$ cat config.mk
export PLATFORM = sky130hd
export DESIGN_NAME = bpc_queue
export DESIGN_NICKNAME = d
export VERILOG_FILES = /design/src/rtl/bpc_pkg.sv /design/src/rtl/bpc_queue.sv
export VERILOG_INCLUDE_DIRS = /design/src /design/src/rtl
export SDC_FILE = /design/constraint.sdc
export NUM_CORES = 1
export LEC_CHECK = 0
export BUFFER_PORTS_ARGS = -buffer_cell sky130_fd_sc_hd__buf_4
export CAP_MARGIN = 20
export CORE_ASPECT_RATIO = 1.25
export CORE_MARGIN = 2
export CORE_UTILIZATION = 37
export DETAILED_ROUTE_END_ITERATION = 7
export SETUP_SLACK_MARGIN = 0.05
export SYNTH_ARGS = -nofsm -noshare
export SYNTH_HDL_FRONTEND = slang
export SYNTH_SLANG_ARGS = --single-unit
$ cat constraint.sdc
create_clock -name clk -period 2.01 [get_ports clk]
set_input_delay 0 -clock clk [delete_from_list [all_inputs] [get_ports clk]]
set_output_delay 0 -clock clk [all_outputs]
set_load 0.02 [all_outputs]
$ cat src/rtl/band_power_calibration_defines.svh
// Assertion macros shared by the band power calibration RTL.
`ifndef BAND_POWER_CALIBRATION_DEFINES_SVH
`define BAND_POWER_CALIBRATION_DEFINES_SVH

// Same-cycle implication, checked on clk, off during rst.
`define BPC_ASSERT_IMPLIES(label, ante, cons, msg) \
  label: assert property (@(posedge clk) disable iff (rst) (ante) |-> (cons)) \
    else $error(msg);

// Next-cycle implication, checked on clk, off during rst.
`define BPC_ASSERT_NEXT(label, ante, cons, msg) \
  label: assert property (@(posedge clk) disable iff (rst) (ante) |=> (cons)) \
    else $error(msg);

// Condition that must never hold.
`define BPC_ASSERT_NEVER(label, cond, msg) \
  label: assert property (@(posedge clk) disable iff (rst) !(cond)) \
    else $error(msg);

`endif

$ cat src/rtl/bpc_pkg.sv
// Shared types, constants and calibration tables for the band power calibration block.
package bpc_pkg;

  localparam int BAND_TOTAL = 10;
  localparam int BAND_W     = 4;
  localparam int READ_W     = 12;
  localparam int FREQ_W     = 16;
  localparam int WATT_W     = 18;

  localparam int LANES    = 2;
  localparam int LANE_FWD = 0;
  localparam int LANE_REV = 1;

  localparam logic [BAND_W-1:0] DEFAULT_BAND = 4'd4;

  localparam int QUEUE_DEPTH = 2;

  // Coefficient widths, units of 1e-10 W.
  localparam int COEF_A_W = 19;
  localparam int COEF_B_W = 28;
  localparam int COEF_C_W = 35;

  // Datapath widths.
  localparam int SQ_W        = 2 * READ_W;
  localparam int AX_W        = COEF_A_W + SQ_W;
  localparam int BX_W        = COEF_B_W + READ_W;
  localparam int POLY_W      = AX_W + 2;
  localparam int SCALED_W    = POLY_W - 3;
  localparam int TRUNC_SHIFT = 10;
  localparam int TRUNC_W     = SCALED_W - TRUNC_SHIFT;
  localparam int RECIP_W     = 32;
  localparam int PROD_W      = TRUNC_W + RECIP_W;
  localparam int RECIP_SHIFT = 45;
  localparam int QUOT_W      = 19;
  localparam int DIV_W       = 24;
  localparam int QD_W        = QUOT_W + DIV_W;

  // q = round(p * 256 / 1e10) = floor((p + 19531250) / 4 / 5^10)
  localparam logic [POLY_W-1:0]  ROUND_BIAS = 45'd19531250;
  localparam logic [DIV_W-1:0]   DIVISOR    = 24'd9765625;
  localparam logic [RECIP_W-1:0] RECIP      = 32'd3689348814;  // floor(2^55 / 5^10)
  localparam logic [WATT_W-1:0]  SAT_MAX    = 18'h3FFFF;

  typedef struct packed {
    logic [BAND_W-1:0] band;
    logic [READ_W-1:0] fwd;
    logic [READ_W-1:0] rev;
  } bpc_item_t;

  localparam logic [FREQ_W-1:0] CENTRE [BAND_TOTAL] = '{
    16'd1800, 16'd3500, 16'd7000, 16'd10100, 16'd14000,
    16'd18068, 16'd21000, 16'd24890, 16'd28000, 16'd50000
  };

  localparam logic [COEF_A_W-1:0] COEF_A [LANES][BAND_TOTAL] = '{
    '{19'd344790, 19'd240674, 19'd232939, 19'd246085, 19'd236828,
      19'd248176, 19'd243053, 19'd244645, 19'd242895, 19'd259059},
    '{19'd74220, 19'd57110, 19'd54630, 19'd57766, 19'd59187,
      19'd57382, 19'd57965, 19'd60771, 19'd65335, 19'd92993}
  };

  localparam logic [COEF_B_W-1:0] COEF_B [LANES][BAND_TOTAL] = '{
    '{28'd122427720, 28'd144357467, 28'd121373473, 28'd107465893, 28'd145613211,
      28'd134516666, 28'd138282772, 28'd146616079, 28'd132563180, 28'd145094203},
    '{28'd43297273, 28'd39180843, 28'd38557671, 28'd39250007, 28'd39376254,
      28'd40787178, 28'd41264494, 28'd42045813, 28'd42116160, 28'd66398257}
  };

  localparam logic signed [COEF_C_W-1:0] COEF_C [LANES][BAND_TOTAL] = '{
    '{-35'sd5888886198, -35'sd10384081397, -35'sd6636951614, -35'sd3731147554,
      -35'sd9381904235, -35'sd7756303431, -35'sd8784256700, -35'sd10958326768,
      -35'sd6386329677, -35'sd6225379768},
    '{35'sd418036189, 35'sd347077466, 35'sd336771535, 35'sd378529411,
      35'sd422536579, 35'sd389703097, 35'sd384298887, 35'sd442086157,
      35'sd441096503, 35'sd677537797}
  };

  function automatic logic [COEF_A_W-1:0] coef_a(input int lane,
                                                 input logic [BAND_W-1:0] band);
    logic [COEF_A_W-1:0] v;
    v = '0;
    if (band < BAND_TOTAL) v = COEF_A[lane][band];
    return v;
  endfunction

  function automatic logic [COEF_B_W-1:0] coef_b(input int lane,
                                                 input logic [BAND_W-1:0] band);
    logic [COEF_B_W-1:0] v;
    v = '0;
    if (band < BAND_TOTAL) v = COEF_B[lane][band];
    return v;
  endfunction

  function automatic logic signed [COEF_C_W-1:0] coef_c(input int lane,
                                                        input logic [BAND_W-1:0] band);
    logic signed [COEF_C_W-1:0] v;
    v = '0;
    if (band < BAND_TOTAL) v = COEF_C[lane][band];
    return v;
  endfunction

endpackage

$ cat src/rtl/bpc_queue.sv
// Short FIFO between the band select front end and the calibration pipeline.
`include "band_power_calibration_defines.svh"

module bpc_queue (
  input  logic               clk,
  input  logic               rst,
  input  logic               push_valid,
  output logic               push_ready,
  input  bpc_pkg::bpc_item_t push_item,
  output logic               pop_valid,
  input  logic               pop_ready,
  output bpc_pkg::bpc_item_t pop_item
);
  import bpc_pkg::*;

  localparam int PTR_W = $clog2(QUEUE_DEPTH);
  localparam int CNT_W = PTR_W + 1;

  bpc_item_t        slots [QUEUE_DEPTH];
  logic [PTR_W-1:0] wptr;
  logic [PTR_W-1:0] rptr;
  logic [CNT_W-1:0] count;
  logic             push;
  logic             pop;

  assign push_ready = (count != CNT_W'(QUEUE_DEPTH));
  assign pop_valid  = (count != '0);
  assign push       = push_valid && push_ready;
  assign pop        = pop_valid && pop_ready;
  assign pop_item   = slots[rptr];

  // Depth is a power of two, pointers wrap on their own.
  always_ff @(posedge clk) begin
    if (rst) begin
      wptr  <= '0;
      rptr  <= '0;
      count <= '0;
    end else begin
      if (push) wptr <= wptr + PTR_W'(1);
      if (pop)  rptr <= rptr + PTR_W'(1);
      if (push && !pop) begin
        count <= count + CNT_W'(1);
      end else if (pop && !push) begin
        count <= count - CNT_W'(1);
      end
    end
  end

  always_ff @(posedge clk) begin
    if (push) slots[wptr] <= push_item;
  end

  `BPC_ASSERT_NEXT(q_fill, push && !pop, count == $past(count) + CNT_W'(1), "queue fill count off")
  `BPC_ASSERT_NEXT(q_drain, pop && !push, count == $past(count) - CNT_W'(1), "queue drain count off")

endmodule

==> results.py <==
metrics = {
    "run_status": {
        "outcome": "completed",
    },
    "clocking": {
        "cts_tree": "done",
        "clk_pin_slew_ns": 0.06,
        "clock_sinks": 61,
        "post_cts_buffers": 0,
        "clock_latency_ns": 0.33,
        "root_buffer": "clkbuf_8",
        "ctsHoldBuffers": 30,
        "cts_resized": 0,
        "clockBufferDepth": 2,
        "cts_made_buffers": 9,
        "htreeDepth": 3,
    },
    "route": {
        "drt_iter0_drc": 79,
        "antenna_left": 0,
        "vias": 1333,
        "routed_wl_mm": 4.285,
        "wl_per_cell_um": 14.98,
        "drc": 0,
        "drt_first_pass_iters": 4,
        "vias_per_cell": 4.661,
    },
    "die": {
        "fp-row-count": 31,
        "fp.coreArea_um2": 5818,
        "start_util_pct": 38.49,
        "ios": 62,
        "die_h_um": 90.99,
        "dieArea_um2": 6695,
        "die-width_um": 73.59,
    },
    "logic_synthesis": {
        "synth_area_um2": 2240,
        "syn-mean-instance-area_um2": 20.18,
        "ys_warn_count": 0,
        "netlist_instances": 111,
        "synth_fp_nets": 144,
        "synth.distinct_cells": 18,
        "yosysSeqAreaShare_pct": 79.55,
        "ys_seq_elements": 61,
    },
    "setup_path": {
        "crit_fanout": 5,
        "cp.arrival_ns": 1.94,
        "critPathLaunchType": "register",
        "worstSetupEndpointType": "register",
        "required_ns": 2.27,
        "crit_type": "register to register",
    },
    "sta": {
        "clock_skew_ns": 0.005661,
        "finalSetupTns_ns": 0,
        "hold_viol": 0,
        "grt_setup_unrepaired": "false",
        "tightest_slew_ns": 0.2859,
        "finalSetupViolCount": 0,
        "fin_ws_ns": 0.3306,
        "fmax_mhz": 595.5,
        "min_period_ns": 1.679,
        "slew_headroom_pct": 80.74,
        "final.period_utilization_pct": 83.55,
        "drv_slew": 0,
    },
    "worst_hold_path": {
        "hold_path_class": "input pin to register",
    },
    "flow_run": {
        "drv_cap": 0,
    },
    "placement": {
        "dp_hpwl_mm": 2.831,
        "placed_area_um2": 2805,
        "dp_cells": 241,
        "port_buffers": 61,
        "dpl_worst_slack_ns": 0.3504,
        "place.gp.congestion": 0.7320,
    },
    "layout": {
        "area_growth_pct": 48.77,
        "stdcell_count": 286,
        "fin_area_um2": 3332,
        "n_antenna_cell": 0,
        "drive_gt1_share_pct": 50.00,
        "n_fill_cell": 472,
        "nets": 249,
    },
    "global_routing": {
        "grt_pass1_wl_mm": 6.720,
        "grt_max_degree": 15,
        "grt_usage_pct": 13.75,
        "grt_pass1_vias": 1463,
        "antenna_found_initial": 0,
        "grt_overflow": 0,
    },
    "power_and_ir_drop": {
        "power_leakage_nw": 1.291,
        "ir_worst_vdd_mv": 0.7525,
        "powerDensity_nw_per_um2": 1240,
        "report.power.total_w": 0.004132,
    },
}
-- critical path: stages (launching register included) --
cell and delay [ns]:
dfxtp_1 0.35, nand2b_1 0.22, and2_1 0.19, ha_1 0.33, or3_1 0.36, a21oi_1 0.15
-- final timing paths --
check | slack [ns] | depth (start not counted) | startpoint | endpoint
min reg2reg | 0.54 | 2 | count[1]$_SDFFE_PP0P_ | count[1]$_SDFFE_PP0P_
min | 0.13 | 4 | pop_ready | register
max | 0.33 | 5 | count[0]$_SDFFE_PP0P_ | count[1]$_SDFFE_PP0P_
max reg2reg | 0.33 | 5 | count[0]$_SDFFE_PP0P_ | count[1]$_SDFFE_PP0P_
-- layout by cell type, fill, tap and decap left out, types with 2 or more instances in the layout --
cell type      synthesis  final
a21oi_1                2      2
buf_4                  2     67
bufinv_16              0      3
clkbuf_8               0      9
clkinv_1               0      2
dfxtp_1                5      5
dlygate4sd3_1          0     30
edfxtp_1              56     56
mux2_2                28     28
nor2_1                 3      3
o21ai_0                2      2
xor2_1                 3      3
-- metal layers --
layer,global-route usage (%),vias to the layer above,routed length (um)
li1,-,636,-
met1,13.49,646,1654
met2,24.33,44,2334
met3,5.882,7,247
met4,5.909,0,48
met5,0,-,0
-- state kept, by name, indices dropped and copies added (netlist names), named ones only --
register,flops
count,2
rptr,1
slots,56
wptr,1
-- power breakdown --
group | switching [W] | total [W] | internal (W)
Clock | 0.000437 | 0.00124 | 0.000806
Sequential | 0.0000587 | 0.00165 | 0.00159
Combinational | 0.000642 | 0.00124 | 0.000598
Total | 0.00114 | 0.00413 | 0.00299
-- cells by family (layout without fill, tap and decap cells) --
family / count (synthesis) / count (layout) / synth area share (%)
DFF: 61 / 61 / 79.55
muxes: 28 / 28 / 14.08
and+or+nand+nor: 9 / 9 / 2.236
AOI/OAI and AO/OA: 5 / 5 / 1.341
buffers and inverters: 4 / 113 / 1.061
xor gates and xnor gates: 3 / 3 / 1.173
adders and majority gates: 1 / 1 / 0.5586
-- final cells by class --
cell class / instances / area [um^2] / share of cell area (%)
Tap cell: 66 / 82.58 / 2.478
Clock inverter: 6 / 102.6 / 3.079
Multi-Input combinational cell: 46 / 434.2 / 13.03
Inverter: 1 / 3.754 / 0.1127
Sequential cell: 61 / 1782 / 53.47
Timing Repair Buffer: 97 / 803.3 / 24.11
Clock buffer: 9 / 123.9 / 3.718
-- stage by stage --
step / util, % / hold WS (ns)
detailed placement: 48.22 / 0.1889
global placement: 48.22 / 0.1853
floorplan: - / 0.06907
global route: 57.27 / 0.1669
finish: 57.27 / 0.1326
CTS: 57.27 / 0.1121
-- Yosys cell counts --
library cell  count  area, um^2
or2_2             1       6.260
and2_1            1       6.260
buf_2             1       5.000
nand3b_1          1       7.510
or3_1             1       6.260
a21bo_2           1       10.01
ha_1              1       12.51
dfxtp_1           5       100.1
edfxtp_1         56        1682
nand2b_1          1       6.260
buf_4             2       15.01
mux2_2           28       315.3
and3_1            1       6.260
xor2_1            3       26.28
inv_1             1       3.750
nor2_1            3       11.26
a21oi_1           2       10.01
o21ai_0           2       10.01
(Power assumes the default switching activity.)
