===== config.mk =====
export PLATFORM = sky130hd
export DESIGN_NAME = bpc_front
export DESIGN_NICKNAME = d
export VERILOG_FILES = /design/src/rtl/band_power_calibration_defines.svh /design/src/rtl/bpc_pkg.sv /design/src/rtl/bpc_front.sv
export SDC_FILE = /design/constraint.sdc
export NUM_CORES = 1
export LEC_CHECK = 0
export ABC_AREA = 1
export BUFFER_PORTS_ARGS = -buffer_cell sky130_fd_sc_hd__buf_2
export CORE_ASPECT_RATIO = 1.75
export CORE_MARGIN = 4
export CORE_UTILIZATION = 43
export CTS_CLUSTER_SIZE = 12
export DETAILED_ROUTE_END_ITERATION = 10
export PLACE_DENSITY = 0.89
export SLEW_MARGIN = 15
export SYNTH_ARGS = -nofsm -noshare
export SYNTH_HDL_FRONTEND = slang
export SYNTH_SLANG_ARGS = --single-unit
export TNS_END_PERCENT = 100

===== constraint.sdc =====
create_clock -name clk -period 3.7 [get_ports clk]
set_input_delay 0.37 -clock clk [delete_from_list [all_inputs] [get_ports clk]]
set_output_delay 0.37 -clock clk [all_outputs]
set_load 0.1 [all_outputs]

===== src/rtl/band_power_calibration_defines.svh =====
// Assertion macros shared by the band power calibration RTL.
`ifndef BAND_POWER_CALIBRATION_DEFINES_SVH
`define BAND_POWER_CALIBRATION_DEFINES_SVH

// Same-cycle implication, checked on clk, off during rst.
`define BPC_ASSERT_IMPLIES(label, ante, cons, msg) \
  label: assert property (@(posedge clk) disable iff (rst) (ante) |-> (cons)) \
    else $error(msg);

// Next-cycle implication, checked on clk, off during rst.
`define BPC_ASSERT_NEXT(label, ante, cons, msg) \
  label: assert property (@(posedge clk) disable iff (rst) (ante) |=> (cons)) \
    else $error(msg);

// Condition that must never hold.
`define BPC_ASSERT_NEVER(label, cond, msg) \
  label: assert property (@(posedge clk) disable iff (rst) !(cond)) \
    else $error(msg);

`endif


===== src/rtl/bpc_pkg.sv =====
// Shared types, constants and calibration tables for the band power calibration block.
package bpc_pkg;

  localparam int BAND_TOTAL = 10;
  localparam int BAND_W     = 4;
  localparam int READ_W     = 12;
  localparam int FREQ_W     = 16;
  localparam int WATT_W     = 18;

  localparam int LANES    = 2;
  localparam int LANE_FWD = 0;
  localparam int LANE_REV = 1;

  localparam logic [BAND_W-1:0] DEFAULT_BAND = 4'd4;

  localparam int QUEUE_DEPTH = 2;

  // Coefficient widths, units of 1e-10 W.
  localparam int COEF_A_W = 19;
  localparam int COEF_B_W = 28;
  localparam int COEF_C_W = 35;

  // Datapath widths.
  localparam int SQ_W        = 2 * READ_W;
  localparam int AX_W        = COEF_A_W + SQ_W;
  localparam int BX_W        = COEF_B_W + READ_W;
  localparam int POLY_W      = AX_W + 2;
  localparam int SCALED_W    = POLY_W - 3;
  localparam int TRUNC_SHIFT = 10;
  localparam int TRUNC_W     = SCALED_W - TRUNC_SHIFT;
  localparam int RECIP_W     = 32;
  localparam int PROD_W      = TRUNC_W + RECIP_W;
  localparam int RECIP_SHIFT = 45;
  localparam int QUOT_W      = 19;
  localparam int DIV_W       = 24;
  localparam int QD_W        = QUOT_W + DIV_W;

  // q = round(p * 256 / 1e10) = floor((p + 19531250) / 4 / 5^10)
  localparam logic [POLY_W-1:0]  ROUND_BIAS = 45'd19531250;
  localparam logic [DIV_W-1:0]   DIVISOR    = 24'd9765625;
  localparam logic [RECIP_W-1:0] RECIP      = 32'd3689348814;  // floor(2^55 / 5^10)
  localparam logic [WATT_W-1:0]  SAT_MAX    = 18'h3FFFF;

  typedef struct packed {
    logic [BAND_W-1:0] band;
    logic [READ_W-1:0] fwd;
    logic [READ_W-1:0] rev;
  } bpc_item_t;

  localparam logic [FREQ_W-1:0] CENTRE [BAND_TOTAL] = '{
    16'd1800, 16'd3500, 16'd7000, 16'd10100, 16'd14000,
    16'd18068, 16'd21000, 16'd24890, 16'd28000, 16'd50000
  };

  localparam logic [COEF_A_W-1:0] COEF_A [LANES][BAND_TOTAL] = '{
    '{19'd344790, 19'd240674, 19'd232939, 19'd246085, 19'd236828,
      19'd248176, 19'd243053, 19'd244645, 19'd242895, 19'd259059},
    '{19'd74220, 19'd57110, 19'd54630, 19'd57766, 19'd59187,
      19'd57382, 19'd57965, 19'd60771, 19'd65335, 19'd92993}
  };

  localparam logic [COEF_B_W-1:0] COEF_B [LANES][BAND_TOTAL] = '{
    '{28'd122427720, 28'd144357467, 28'd121373473, 28'd107465893, 28'd145613211,
      28'd134516666, 28'd138282772, 28'd146616079, 28'd132563180, 28'd145094203},
    '{28'd43297273, 28'd39180843, 28'd38557671, 28'd39250007, 28'd39376254,
      28'd40787178, 28'd41264494, 28'd42045813, 28'd42116160, 28'd66398257}
  };

  localparam logic signed [COEF_C_W-1:0] COEF_C [LANES][BAND_TOTAL] = '{
    '{-35'sd5888886198, -35'sd10384081397, -35'sd6636951614, -35'sd3731147554,
      -35'sd9381904235, -35'sd7756303431, -35'sd8784256700, -35'sd10958326768,
      -35'sd6386329677, -35'sd6225379768},
    '{35'sd418036189, 35'sd347077466, 35'sd336771535, 35'sd378529411,
      35'sd422536579, 35'sd389703097, 35'sd384298887, 35'sd442086157,
      35'sd441096503, 35'sd677537797}
  };

  function automatic logic [COEF_A_W-1:0] coef_a(input int lane,
                                                 input logic [BAND_W-1:0] band);
    logic [COEF_A_W-1:0] v;
    v = '0;
    if (band < BAND_TOTAL) v = COEF_A[lane][band];
    return v;
  endfunction

  function automatic logic [COEF_B_W-1:0] coef_b(input int lane,
                                                 input logic [BAND_W-1:0] band);
    logic [COEF_B_W-1:0] v;
    v = '0;
    if (band < BAND_TOTAL) v = COEF_B[lane][band];
    return v;
  endfunction

  function automatic logic signed [COEF_C_W-1:0] coef_c(input int lane,
                                                        input logic [BAND_W-1:0] band);
    logic signed [COEF_C_W-1:0] v;
    v = '0;
    if (band < BAND_TOTAL) v = COEF_C[lane][band];
    return v;
  endfunction

endpackage


===== src/rtl/bpc_front.sv =====
// Front end: accepts readings, masks them and picks the calibration band.
module bpc_front #(
  parameter int BAND_COUNT   = 10,
  parameter int READING_BITS = 12
) (
  input  logic                       clk,
  input  logic                       rst,
  input  logic                       start,
  output logic                       busy,
  input  logic [bpc_pkg::READ_W-1:0] forward_reading,
  input  logic [bpc_pkg::READ_W-1:0] reverse_reading,
  input  logic [bpc_pkg::FREQ_W-1:0] frequency_khz,
  output logic                       push_valid,
  input  logic                       push_ready,
  output bpc_pkg::bpc_item_t         push_item
);
  import bpc_pkg::*;

  localparam int NB   = (BAND_COUNT < BAND_TOTAL) ? BAND_COUNT : BAND_TOTAL;
  localparam int NMID = NB - 1;
  localparam int XW   = (READING_BITS < READ_W) ? READING_BITS : READ_W;
  localparam logic [READ_W-1:0] READ_MASK = READ_W'((1 << XW) - 1);

  logic              held;
  logic              accept;
  logic [NMID-1:0]   above_mid;
  logic [BAND_W-1:0] band_sel;

  // Tie goes up: f >= ceil((c[i] + c[i+1]) / 2).
  for (genvar i = 0; i < NMID; i++) begin : g_mid
    localparam logic [FREQ_W:0] MID =
      ((FREQ_W+1)'(CENTRE[i]) + (FREQ_W+1)'(CENTRE[i+1]) + (FREQ_W+1)'(1)) >> 1;
    assign above_mid[i] = ({1'b0, frequency_khz} >= MID);
  end

  always_comb begin
    if (frequency_khz >= CENTRE[NB-1]) begin
      band_sel = DEFAULT_BAND;
    end else begin
      band_sel = BAND_W'($countones(above_mid));
    end
  end

  assign busy       = held && !push_ready;
  assign accept     = start && !busy;
  assign push_valid = held;

  always_ff @(posedge clk) begin
    if (rst) begin
      held <= 1'b0;
    end else if (accept) begin
      held <= 1'b1;
    end else if (push_ready) begin
      held <= 1'b0;
    end
  end

  always_ff @(posedge clk) begin
    if (accept) begin
      push_item.band <= band_sel;
      push_item.fwd  <= forward_reading & READ_MASK;
      push_item.rev  <= reverse_reading & READ_MASK;
    end
  end

endmodule


==> impl_results.md, run 1 <==
- Initial Utilization: 45.7%
- Nets: 361
- Bufs on Longest Clock Path: 2
- Post-Synthesis Cells: 201
- Fin Clk Skew: 4.44 ps
- Crit path DAT: 3570 ps
- Max VDD drop: 0.325 mV
- Die Width: 55.4 um
- Reg2reg setup slack: 2480 ps
- Gr usage total: 20.3%
- Area delta synth->final: 47.5%
- Cell Rows: 29
- CP Depth: 20
- Type of the worst min-delay path: in -> reg
- Worst hold margin: 259 ps
- Largest net degree at the start of global routing: 29
- Synth Area in XOR/XNOR: 0.518%
- Crit path to: push_item[26]$_SDFFCE_PP1P_
- TritonCTS clock tree: built
- Compound-Gate Fraction of Synth Area: 6.66%
- Status: completed
- Routed len/inst: 13.4 um
- Area of the mapped netlist: 0.00169 mm^2
- Reg2reg end: push_item[11]$_DFFE_PP_
- Critical path startpoint category: input port
- Hold_buf cts: 0
- Crit path cell chain: buf_2 > nor2_1 > buf_4 > nand2_1 > nand2_1 > nor2_1 > nor2_1 > nand2_1 > inv_1 > fa_1 > inv_2 > fa_1 > inv_1 > fa_1 > inv_1 > fa_2 > inv_2 > fa_2 > xor2_1 > nand3_1
- Syn_area_per_cell: 8.42 um^2
- Antenna diodes: 0
- RSZ-0062 raised after global routing: no
- Worst slew margin: 66.7%
- Max cap viols: 0
- Clock buffer count from CTS: 5
- First-pass GRT wire length: 7960 um
- Vias per inst: 4.80
- Post-DRT Antenna Nets: 0
- Simple-gate share of the synthesized area: 26.3%
- Multiplexer area fraction after synthesis: 0%
- Setup crit end kind: flip-flop
- CP max-delay cell: fa_1
- Max-slew violations: 0
- I/O pins: 74
- Grt ovf: 0
- Syn nets: 252
- CP startpoint: frequency_khz[8]
- Share of layout cells above drive strength 1: 42.8%
- Placed Cells: 348
- CP max stage delay: 520 ps
- Clk pin slew, worst setup/hold paths: 60 ps
- First-iteration detailed-routing DRC count: 46
- Final period util: 95.8%
- Unique cell type count in the Yosys netlist: 22
- Worst Path Required: 3720 ps
- R2R cell count: 4
- Synth Warn #: 0
- Final Power: 1.17 mW
- Fin cells: 357
- WP buf/inv: 7
- Placement Cell Area: 0.00233 mm^2
- Core ar.: 0.00370 mm^2
- Die Y: 91.0 um
- Detailed Routing Iterations Pass 1: 4
- Drt drc: 0
- Port Buffers: 73
- Largest fanout on the critical path: 5
- Power Density: 470 mW/mm^2
- DP Wirelength: 3940 um
- H-tree depth: 2
- CTS root buf: clkbuf_8
- Total number of vias: 1712
- Leak: 1.25 nW
- Post-synthesis register bit count: 29
- Slew of the pin with the lowest slew margin: 503 ps
- Final Setup Violations: 0
- Final hold vios: 0
- Sequential element share of the synthesized area: 50.9%
- Post-route minimum period: 3550 ps
- CTS Sinks: 29
- Initial antenna violation count: 0
- Worst-Skew Late Latency: 280 ps
- Max Freq: 282 MHz
- Vias in the first global route: 1761
- CP delay by family, top: adder cells
- Largest family of logic cells by synthesized area: simple AND/OR/NAND/NOR gates
- Die Area: 0.00504 mm^2
- Synth Area in Adders: 7.40%
- DRT Wirelength: 4790 um
- RD Place Congestion: 0.962
- CP Class: in -> reg
- Design area: 0.00249 mm^2
- Worst R2R Start: push_valid$_SDFFE_PP0P_
placed cells by master, fill, tap and decap left out, types with 4 or more instances in the layout:
cell type	count
a21oi_1	7
buf_2	72
buf_4	31
clkbuf_8	5
edfxtp_1	28
inv_1	28
inv_2	7
nand2_1	60
nand3_1	4
nor2_1	27
nor2_2	4
o21ai_0	8
synth_stat cells:
cell      instances  area share [%]
a31oi_1           1            0.37
a21oi_1           8             2.4
dfxtp_1           1             1.2
inv_2             3            0.67
ha_1              2             1.5
o21bai_2          1            0.67
xor2_1            1            0.52
nand2_2           2            0.74
nor2_2            1            0.37
nand4_1           3             1.1
o21ai_0           9             2.7
edfxtp_1         28              50
nor3_1            2            0.59
nor3_2            1            0.59
nor2_1           31             6.9
buf_4             1            0.44
inv_1            32             7.1
fa_1              5             5.9
o21ai_1           2            0.59
nand2_1          61              14
nand3_1           4             1.2
nor2_4            2             1.3
layer usage:
metal / track usage (%) / part of all wire (%) / wire length [um] / vias up
met3: 3.12 / 4.9 / 234 / 8
met1: 19.2 / 34 / 1650 / 787
li1: - / - / - / 856
met2: 40.6 / 58 / 2790 / 61
met4: 9.74 / 2.4 / 115 / 0
met5: 0 / 0 / 0 / -
stage by stage:
step,utilization (%),TNS (ps),worst slack [ps]
after floorplan,-,0,25.9
after global placement,63.1,-269,-140
after detailed placement,63.1,-333,-180
after CTS,66.7,0,113
after global routing,67.4,0,3.38
final,67.4,0,154
power by group:
| part | internal [mW] | switching, mW |
|---|---|---|
| combinational | 0.0977 | 0.291 |
| clock | 0.267 | 0.115 |
| sequential | 0.394 | 0.00621 |
| total | 0.759 | 0.413 |
cell type report:
type	count	area (um^2)
Clock buffer	5	68.8
Clock inverter	3	65.1
Fill cell	313	1210
Inverter	35	131
Multi-Input combinational cell	136	718
Sequential cell	29	861
Tap cell	46	57.6
Timing Repair Buffer	103	593
how the worst min path moves through the flow:
stage,startpoint,to,slack (ps),cells past startpoint
after detailed placement,push_valid$_SDFFE_PP0P_,push_valid$_SDFFE_PP0P_,500,2
after CTS,rst,push_valid$_SDFFE_PP0P_,250,2
after global routing,forward_reading[3],push_item[15]$_DFFE_PP_,250,1
after floorplan,rst,push_valid$_SDFFE_PP0P_,440,1
after global placement,push_valid$_SDFFE_PP0P_,push_valid$_SDFFE_PP0P_,460,2
final,rst,push_valid$_SDFFE_PP0P_,260,2
kinds of logic (layout without fill, tap and decap cells):
| kind of cell | Yosys count | count (layout) |
|---|---|---|
| fa+ha+maj | 7 | 7 |
| compound gates | 21 | 21 |
| buf+inv | 36 | 146 |
| xor+xnor | 1 | 1 |
| simple gates | 107 | 107 |
| flops | 29 | 29 |
state kept, by name (all words and copies together), names as in the netlist:
register,cells
push_item,28
push_valid,1
what timing repair did:
item / in CTS / in global routing
buffers inserted: 0 / 1
setup endpoints to repair: 0 / 3
resized for setup: 0 / 11
No activity file was read; power rests on OpenSTA's default activity.
==> inputs of run 2 (changes only) <==
--- a/config.mk
+++ b/config.mk
@@ -6,7 +6,7 @@
 export NUM_CORES = 1
 export LEC_CHECK = 0
 export ABC_AREA = 1
-export BUFFER_PORTS_ARGS = -buffer_cell sky130_fd_sc_hd__buf_2
+export BUFFER_PORTS_ARGS = -buffer_cell sky130_fd_sc_hd__buf_4
 export CORE_ASPECT_RATIO = 1.75
 export CORE_MARGIN = 4
 export CORE_UTILIZATION = 43
==> constraint.sdc (replaced) <==
create_clock -name clk -period 2.9 [get_ports clk]
set_input_delay 0.29 -clock clk [delete_from_list [all_inputs] [get_ports clk]]
set_output_delay 0.29 -clock clk [all_outputs]
set_load 0.1 [all_outputs]
==> impl_results.md, run 2 (synthesized netlist as in run 1, its figures left out) <==
- Final Core Density: 75.4% (+8.0 points)
- Bufs on Longest Clock Path: 2 (unchanged)
- Int Pwr: 0.929 mW (+22%)
- First-iteration detailed-routing DRC count: 49 (+6.5%)
- Final period util: 116%
- Reg2reg setup slack: 1670 ps (-810 ps)
- RSZ-0062 raised after global routing: yes
- Core ar.: 0.00370 mm^2 (unchanged)
- # fillers: 270 (-14%)
- Final Setup Violations: 4 (+4)
- Placement Cell Area: 0.00254 mm^2 (+8.9%)
- Type of the worst min-delay path: in -> reg
- Area delta synth->final: 64.9%
- Gr usage total: 20.7% (+0.42 points)
- Largest register by flop count: push_item
- Fin cells: 365 (+2.2%)
- Grt ovf: 0 (unchanged)
- Max VDD drop: 0.484 mV (+49%)
- Worst Path Required: 2920 ps (-800 ps)
- Hold_buf cts: 0 (unchanged)
- Largest fanout on the critical path: 5 (unchanged)
- Placed Cells: 350 (+0.57%)
- CTS Sinks: 29 (unchanged)
- Worst-Skew Late Latency: 270 ps (about the same)
- Final setup margin: -457 ps (-611 ps)
- First-pass GRT wire length: 8100 um (+1.8%)
- Initial antenna violation count: 0 (unchanged)
- Final hold vios: 0 (unchanged)
- Status: finished with violations
- TritonCTS clock tree: built
- Worst R2R Start: push_valid$_SDFFE_PP0P_
- Slew of the pin with the lowest slew margin: 349 ps (-154 ps)
- Die Width: 55.4 um (unchanged)
- Final Power: 1.47 mW (+25%)
- Nets: 369 (+2.2%)
- Failing checks: negative setup slack
- Routed len/inst: 14.7 um (+9.5%)
- Critical path startpoint category: input port
- Sequential Power Share: 35.0% (+0.8 points)
- Detailed Routing Iterations Pass 1: 7 (+3)
- Max reg flops: 28 (unchanged)
- Port Buffers: 73 (unchanged)
- Setup crit end kind: flip-flop
- Vias per inst: 4.97 (+3.6%)
- Hold_sp: rst
- Power Density: 526 mW/mm^2 (+12%)
- Most common cell after layout, fill and taps aside: buf_4
- Fin Clk Skew: 6.41 ps (+1.97 ps)
- Post-DRT Antenna Nets: 0 (unchanged)
- Die Y: 91.0 um (unchanged)
- R2R cell count: 4 (unchanged)
- DP Wirelength: 4190 um (+6.3%)
- Switching Share: 36.7% (+1.5 points)
- Worst path most repeated cell: fa_1
- Reg2reg end: push_item[10]$_DFFE_PP_
- Total number of vias: 1814 (+6.0%)
- Die Area: 0.00504 mm^2 (unchanged)
- Initial Utilization: 45.7% (unchanged)
- Clock power frac: 26.7% (-5.9 points)
- Share of layout cells above drive strength 1: 49.2% (+6.5 points)
- Crit path DAT: 3380 ps (-190 ps)
- RD Place Congestion: 0.959 (-0.34%)
- Hold path depth: 2 (unchanged)
- I/O pins: 74 (unchanged)
- CTS root buf: clkbuf_8
- Worst slew margin: 76.7% (+10 points)
- Net load switching power: 0.538 mW (+30%)
- Design area: 0.00279 mm^2 (+12%)
- Max cap viols: 0 (unchanged)
- DRT Wirelength: 5360 um (+12%)
- Crit path cell chain: buf_8 > nor2_4 > buf_6 > nand2_4 > nor2_4 > a21oi_2 > fa_1 > inv_1 > fa_1 > inv_2 > fa_1 > inv_1 > fa_2 > inv_2 > fa_2 > xor2_1 > nand3_1
- Max-slew violations: 0 (unchanged)
- Clock buffer count from CTS: 5 (unchanged)
- Max Freq: 298 MHz
- Antenna diodes: 0 (unchanged)
- CP max-delay cell: fa_1
- Vias in the first global route: 1804 (+2.4%)
- Clk pin slew, worst setup/hold paths: 60 ps (about the same)
- H-tree depth: 2 (unchanged)
- Comb power frac: 38.3% (+5.1 points)
- Largest net degree at the start of global routing: 29 (unchanged)
- CP max stage delay: 500 ps (-20 ps)
- Cell Rows: 29 (unchanged)
- Most frequent cells in the layout: buf_4, nand2_1, edfxtp_1, inv_1, nor2_1
- CP Class: in -> reg
- Hold Path Sink: push_valid$_SDFFE_PP0P_
- Drt drc: 0 (unchanged)
- Post-route setup TNS: -1320 ps (-1320 ps)
- Post-route minimum period: 3360 ps
- Leak: 1.35 nW (+8.1%)
- Worst hold margin: 184 ps (-74.5 ps)
- Setup WS pre-CTS: -770 ps (-590 ps)
==> run 2: changes by cell type in the layout (fill, tap and decap cells not counted), sizes merged <==
cell	before	now
clkbuf	5	6
bufinv	2	1
buf	103	111
==> run 2: worst max-delay path: cells and delay by family <==
family,cells,cell delay (ps)
adder cells (fa/ha/maj),5,2000
buffers and inverters,6,440
AND/OR/NAND/NOR,4,430
XOR/XNOR,1,140
AO/OA/AOI/OAI,1,70
==> run 2: power by group through the flow <==
| stage | Sequential, mW | Clock (mW) | Combinational (mW) |
|---|---|---|---|
| after floorplan | 0.753 | 0 | 0.128 |
| final | 0.514 | 0.392 | 0.561 |
| after detailed placement | 0.523 | 0 | 0.529 |
| after global routing | 0.517 | 0.421 | 0.592 |
| after global placement | 0.519 | 0 | 0.514 |
| after CTS | 0.515 | 0.398 | 0.545 |
==> run 2: worst max path at each step <==
stage                      startpoint                          end  slack [ps]  cells after the start
finish              frequency_khz[15]  push_item[26]$_SDFFCE_PP1P_        -460                     17
global route        frequency_khz[15]  push_item[26]$_SDFFCE_PP1P_        -600                     17
CTS                 frequency_khz[14]  push_item[26]$_SDFFCE_PP1P_        -380                     18
detailed placement  frequency_khz[10]  push_item[26]$_SDFFCE_PP1P_        -770                     16
global placement    frequency_khz[10]  push_item[26]$_SDFFCE_PP1P_        -730                     16
floorplan           frequency_khz[10]  push_item[26]$_SDFFCE_PP1P_        -430                     15
==> run 2: layout make-up <==
| cell class | instances | area (um^2) | share of cell area [%] |
|---|---|---|---|
| inverters | 35 | 134 | 4.80 |
| repair buffers | 111 | 856 | 30.7 |
| flip-flops and latches | 29 | 861 | 30.9 |
| clock buffers | 6 | 72.6 | 2.60 |
| well taps | 46 | 57.6 | 2.06 |
| clock inverters | 2 | 33.8 | 1.21 |
| multi-input cells | 136 | 776 | 27.8 |
==> run 2: timing repair <==
action / in CTS / in global routing
gates resized for setup: 21 / 12
endpoints found under the setup margin: 4 / 4
pin swaps: 8 / 5
setup buffers: 3 / 4
==> run 2: layer usage <==
layer,vias to the layer above,routed length [um],part of all wire (%),track usage [%]
li1,870,-,-,-
met1,835,1800,34,19.9
met2,94,3080,57,40.6
met3,15,305,5.7,2.84
met4,0,172,3.2,11.6
met5,-,0,0,0
